===== config.mk =====
export PLATFORM = sky130hd
export DESIGN_NAME = isort_ctrl
export DESIGN_NICKNAME = d
export VERILOG_FILES = /design/src/rtl/isort_pkg.sv /design/src/rtl/isort_ctrl.sv
export VERILOG_INCLUDE_DIRS = /design/src /design/src/rtl
export SDC_FILE = /design/constraint.sdc
export NUM_CORES = 1
export LEC_CHECK = 0
export ABC_AREA = 1
export ABC_CLOCK_PERIOD_IN_PS = 3300
export BUFFER_PORTS_ARGS = -buffer_cell sky130_fd_sc_hd__buf_2
export CAP_MARGIN = 20
export CORE_MARGIN = 4
export CORE_UTILIZATION = 53
export DETAILED_ROUTE_END_ITERATION = 12
export PLACE_DENSITY = 0.83
export SYNTH_ARGS = -nofsm -noshare
export SYNTH_HDL_FRONTEND = slang
export SYNTH_SLANG_ARGS = --single-unit

===== constraint.sdc =====
create_clock -name clk -period 3.3 [get_ports clk]
set_clock_uncertainty 0.1 [all_clocks]
set_input_delay 0.165 -clock clk [delete_from_list [all_inputs] [get_ports clk]]
set_output_delay 0.165 -clock clk [all_outputs]
set_load 0.005 [all_outputs]

===== src/rtl/indirect_shell_sort_core_assert.svh =====
`ifndef INDIRECT_SHELL_SORT_CORE_ASSERT_SVH
`define INDIRECT_SHELL_SORT_CORE_ASSERT_SVH

`ifndef NO_ASSERTIONS
// Same-cycle implication, held off during reset.
`define ISORT_ASSERT_IMP(lbl, ck, rn, ante, cons) \
    lbl: assert property (@(posedge ck) disable iff (!rn) (ante) |-> (cons)) \
        else $error("isort: implication check failed");
// Next-cycle implication, held off during reset.
`define ISORT_ASSERT_NXT(lbl, ck, rn, ante, cons) \
    lbl: assert property (@(posedge ck) disable iff (!rn) (ante) |=> (cons)) \
        else $error("isort: next-cycle check failed");
`else
`define ISORT_ASSERT_IMP(lbl, ck, rn, ante, cons)
`define ISORT_ASSERT_NXT(lbl, ck, rn, ante, cons)
`endif

`endif


===== src/rtl/isort_pkg.sv =====
package isort_pkg;

    localparam int ENTRIES_DEF   = 128;
    localparam int KEY_WIDTH_DEF = 32;

    localparam logic [1:0] CMD_WRITE = 2'd0;
    localparam logic [1:0] CMD_SORT  = 2'd1;
    localparam logic [1:0] CMD_READ  = 2'd2;

    localparam logic [7:0] ACTIVE_COUNT_RST = 8'd128;

    // Controller to datapath commands.
    typedef struct packed {
        logic clr_step;
        logic key_wr;
        logic host_rd;
        logic resp_load;
        logic resp_read;
        logic sort_init;
        logic gap_up;
        logic gap_down;
        logic pos_load;
        logic held_rd;
        logic held_key_rd;
        logic hk_load;
        logic cand_rd;
        logic cand_key_rd;
        logic shift;
        logic place;
    } isort_cmd_t;

    // Datapath to controller status.
    typedef struct packed {
        logic clr_last;
        logic n_small;
        logic gap_grow;
        logic pos_end;
        logic level_zero;
        logic j_ge_gap;
        logic cand_gt;
    } isort_sts_t;

    // Knuth gap sequence 1, 4, 13, ... by level.
    function automatic logic [11:0] knuth_gap(input logic [2:0] lvl);
        logic [11:0] g;
        unique case (lvl)
            3'd0:    g = 12'd1;
            3'd1:    g = 12'd4;
            3'd2:    g = 12'd13;
            3'd3:    g = 12'd40;
            3'd4:    g = 12'd121;
            3'd5:    g = 12'd364;
            3'd6:    g = 12'd1093;
            default: g = 12'd3280;
        endcase
        return g;
    endfunction

endpackage


===== src/rtl/isort_ctrl.sv =====
`include "indirect_shell_sort_core_assert.svh"

module isort_ctrl (
    input  logic                  clk,
    input  logic                  rst_n,
    input  logic                  req_valid,
    input  logic [1:0]            req_cmd,
    output logic                  req_ready,
    output logic                  rsp_valid,
    input  logic                  rsp_ready,
    input  isort_pkg::isort_sts_t sts,
    output isort_pkg::isort_cmd_t ctl
);
    import isort_pkg::*;

    typedef enum logic [11:0] {
        S_CLEAR    = 12'b000000000001,
        S_IDLE     = 12'b000000000010,
        S_SETUP    = 12'b000000000100,
        S_GAP      = 12'b000000001000,
        S_POS_INIT = 12'b000000010000,
        S_POS_CHK  = 12'b000000100000,
        S_HELD_K   = 12'b000001000000,
        S_HELD_W   = 12'b000010000000,
        S_J_CHK    = 12'b000100000000,
        S_CAND_K   = 12'b001000000000,
        S_CAND_CMP = 12'b010000000000,
        S_DONE     = 12'b100000000000
    } state_t;

    state_t state_reg, state_next;
    logic   out_valid_reg, out_valid_next;
    logic   accept;
    logic   sorting;

    assign req_ready = (state_reg == S_IDLE) && (!out_valid_reg || rsp_ready);
    assign accept    = req_valid && req_ready;
    assign rsp_valid = out_valid_reg;
    assign sorting   = (state_reg != S_IDLE) && (state_reg != S_CLEAR)
                       && (state_reg != S_DONE);

    always_comb
    begin
        state_next     = state_reg;
        out_valid_next = out_valid_reg && !rsp_ready;
        ctl            = '0;
        unique case (state_reg)
            S_CLEAR:
            begin
                ctl.clr_step = 1'b1;
                if (sts.clr_last)
                begin
                    state_next = S_IDLE;
                end
            end
            S_IDLE:
            begin
                if (accept)
                begin
                    if (req_cmd == CMD_SORT)
                    begin
                        ctl.sort_init = 1'b1;
                        state_next    = S_SETUP;
                    end
                    else
                    begin
                        ctl.key_wr     = (req_cmd == CMD_WRITE);
                        ctl.host_rd    = (req_cmd == CMD_READ);
                        ctl.resp_load  = 1'b1;
                        ctl.resp_read  = (req_cmd == CMD_READ);
                        out_valid_next = 1'b1;
                    end
                end
            end
            S_SETUP:
            begin
                state_next = sts.n_small ? S_DONE : S_GAP;
            end
            S_GAP:
            begin
                if (sts.gap_grow)
                begin
                    ctl.gap_up = 1'b1;
                end
                else
                begin
                    state_next = S_POS_INIT;
                end
            end
            S_POS_INIT:
            begin
                ctl.pos_load = 1'b1;
                state_next   = S_POS_CHK;
            end
            S_POS_CHK:
            begin
                if (sts.pos_end)
                begin
                    if (sts.level_zero)
                    begin
                        state_next = S_DONE;
                    end
                    else
                    begin
                        ctl.gap_down = 1'b1;
                        state_next   = S_POS_INIT;
                    end
                end
                else
                begin
                    ctl.held_rd = 1'b1;
                    state_next  = S_HELD_K;
                end
            end
            S_HELD_K:
            begin
                ctl.held_key_rd = 1'b1;
                state_next      = S_HELD_W;
            end
            S_HELD_W:
            begin
                ctl.hk_load = 1'b1;
                state_next  = S_J_CHK;
            end
            S_J_CHK:
            begin
                if (sts.j_ge_gap)
                begin
                    ctl.cand_rd = 1'b1;
                    state_next  = S_CAND_K;
                end
                else
                begin
                    ctl.place  = 1'b1;
                    state_next = S_POS_CHK;
                end
            end
            S_CAND_K:
            begin
                ctl.cand_key_rd = 1'b1;
                state_next      = S_CAND_CMP;
            end
            S_CAND_CMP:
            begin
                if (sts.cand_gt)
                begin
                    ctl.shift  = 1'b1;
                    state_next = S_J_CHK;
                end
                else
                begin
                    ctl.place  = 1'b1;
                    state_next = S_POS_CHK;
                end
            end
            S_DONE:
            begin
                ctl.resp_load  = 1'b1;
                out_valid_next = 1'b1;
                state_next     = S_IDLE;
            end
            default:
            begin
                state_next = S_IDLE;
            end
        endcase
    end

    always_ff @(posedge clk or negedge rst_n)
    begin
        if (!rst_n)
        begin
            state_reg     <= S_CLEAR;
            out_valid_reg <= 1'b0;
        end
        else
        begin
            state_reg     <= state_next;
            out_valid_reg <= out_valid_next;
        end
    end

    `ISORT_ASSERT_NXT(a_sort_goes_busy, clk, rst_n, accept && (req_cmd == CMD_SORT), !req_ready)
    `ISORT_ASSERT_IMP(a_no_word_while_sorting, clk, rst_n, sorting, !out_valid_reg)
    `ISORT_ASSERT_NXT(a_done_gives_word, clk, rst_n, state_reg == S_DONE, out_valid_reg)
    `ISORT_ASSERT_IMP(a_clear_blocks_input, clk, rst_n, state_reg == S_CLEAR, !req_ready)

endmodule


==> run summary <==
outcome = finished with violations
violations in the final reports = hold timing
Area contributors post-synth = dfrtp_1, inv_1, nor2_1
EDFF count, synth = 0
placed cell count = 190
FILL cells = 162
Post-DP HPWL = 1843 um
# setup viols final = 0
sequential share of the synthesized area = 34.43%
Core Footprint = 1708 um^2
CTS root buf = clkbuf_4
crit end category = output pin
max FFs per register = 12
cell mode on critical path = nand2_2
CP top delay family = simple AND/OR/NAND/NOR gates
Critical Path Source = state_reg[7]
Post-Synthesis Cells = 136
initial DRC count = 32
PwrDens = 432.2 nW/um^2
CTS HTree Levels = 1
Port Buffers = 30
DR WL/cell = 11.54 um
Final period util = 59.32%
CP Depth = 8
DP Area = 1122 um^2
routed via count = 966
grt ovf = 0
Async SR Flop Fraction = 100.0%
min cycle time layout = 1.958 ns
largest net degree at the start of global routing = 14
Worst IR Drop VDD = 0.3355 mV
Multi-input gate area = 498.0 um^2
Worst Path Max Fanout = 6
share of layout cells above drive strength 1 = 31.58%
max-capacitance violation count = 0
most frequent cell after synthesis = inv_1
CTS Buf Count = 3
worst slew pin tran = 0.3765 ns
Vias/cell = 4.929
worst hold slack = -0.009230 ns
Hold Crit Class = in -> reg
top_reg_cell synth = dfrtp_1
Fmax = 510.8 MHz
post-synth top area share = 31.66%
initial core utilization = 55.53%
die height = 50.30 um
reg2reg start = state_reg[7]
clock sink count = 13
crit path kind = reg -> out
CP max stage cell = dfrtp_1
overall routed net length = 2262 um
nets = 185
final hold violation count = 1
Clock transition at path regs = 0.09 ns
number of remaining DRC errors = 0
fin cells = 196
Worst path max stage delay = 0.41 ns
# resized after CTS = 0
IO Pins = 31
WP buf/inv = 1
post-route cell area = 1169 um^2
reg2reg end = state_reg[1]
post-route ant nets = 0
first-pass GRT wire length = 3988 um
slew margin rel. = 74.71%
R2R depth = 8
Synth Net Count = 149
diode count = 0
post-synth cell types = 24
total chip power = 0.5051 mW
Slew Viols, Final = 0
Seq cells post-synth = 13
DIE WIDTH = 50.30 um
pre-CTS setup slack = 1.649 ns
Syn-to-layout area delta = 23.22%
Synth Cell Area = 948.4 um^2
row cnt = 15
worst-path cell chain = nor2_2 > nand2_2 > nor2_4 > nand2_2 > nor2_4 > nand2_2 > nor3_2 > buf_2
RSZ-0062 raised after global routing = no
Synth area leader = dfrtp_1
Leak = 0.7278 nW
register area = 326.6 um^2
syn_area_per_cell = 6.974 um^2
later-pin clock latency in the skew report = 0.29 ns
crit start category = flop
WP data required = 3.03 ns
Setup TNS = 0 ns
vias in the first global route = 961
die area = 2530 um^2
global placement routability congestion = 0.8687
all-layer global routing usage = 20.39%
initial antenna violation count = 0
Pre-Repair DR Iteration Count = 4
setup slack after layout = 1.342 ns
Worst Path Arrival = 1.69 ns
R2R setup slack = 1.75 ns
clk buf depth = 2
CTS tree = done
Commonest cells post-synth = inv_1, nor2_1, nand2_1
Synth Warn # = 0
crit path capture = ctl[13]
==> what timing repair did <==
item                                    CTS  global route
endpoints found under the setup margin    0             0
setup buffers                             0             0
hold buffers                              2             0
endpoints found under the hold margin    14             0
==> area by class of cell <==
type,instances,area share (%)
flip-flops and latches,13,27.94
inverters,31,9.957
well taps,25,2.677
repair buffers,32,14.56
multi-input cells,91,42.61
clock buffers,4,2.248
==> worst min-delay path by stage <==
stage / startpoint / end / slack (ns) / cells past startpoint
6_report: sts[6] / state_reg[0] / -0.009 / 4
5_1_grt: sts[5] / state_reg[3] / 0.009 / 2
4_1_cts: sts[6] / state_reg[0] / 0.004 / 4
3_5_place_dp: rst_n / state_reg[5] / -0.03 / 1
3_3_place_gp: rst_n / state_reg[5] / -0.03 / 1
2_1_floorplan: rst_n / rsp_valid / -0.23 / 0
==> logic make-up (layout without fill, tap and decap cells) <==
kind of cell	after synthesis	in the layout	share of synthesized area (%)
and+or+nand+nor	81	81	44.85
AOI/OAI and AO/OA	10	10	7.652
buffers and inverters	32	67	13.06
DFF	13	13	34.43
==> worst min-delay path, delay by kind of cell <==
family | cells | cell delay [ns]
simple gates | 1 | 0.07
buf+inv | 3 | 0.15
==> power breakdown <==
part / internal [mW] / switching, mW / total (mW)
Sequential: 0.173 / 0.0108 / 0.184
Clock: 0.0470 / 0.0581 / 0.105
Combinational: 0.0833 / 0.133 / 0.216
==> placed cells by master, fill, tap and decap left out, types with 4 or more instances in the layout <==
master and count:
nand2_1 22, buf_2 30, inv_1 31, nand2_2 4, nor2_4 6, dfrtp_1 12
nand3_1 9, nor2_1 23
==> through the flow <==
stage                     utilization, %  hold slack [ns]
final                              68.42        -0.009230
after CTS                          68.42         0.004383
after global routing               68.42         0.009409
after global placement             65.71         -0.03360
after floorplan                        -          -0.2306
after detailed placement           65.71         -0.02916
==> per-layer routing <==
layer,GRT usage [%],part of all wire (%),vias up,wire length (um)
met5,0,0,-,0
met4,8.520,1.8,0,40
met3,4.748,6.9,6,157
met2,36.09,52,31,1180
met1,23.28,39,439,884
li1,-,-,490,-
(Power assumes the default switching activity.)
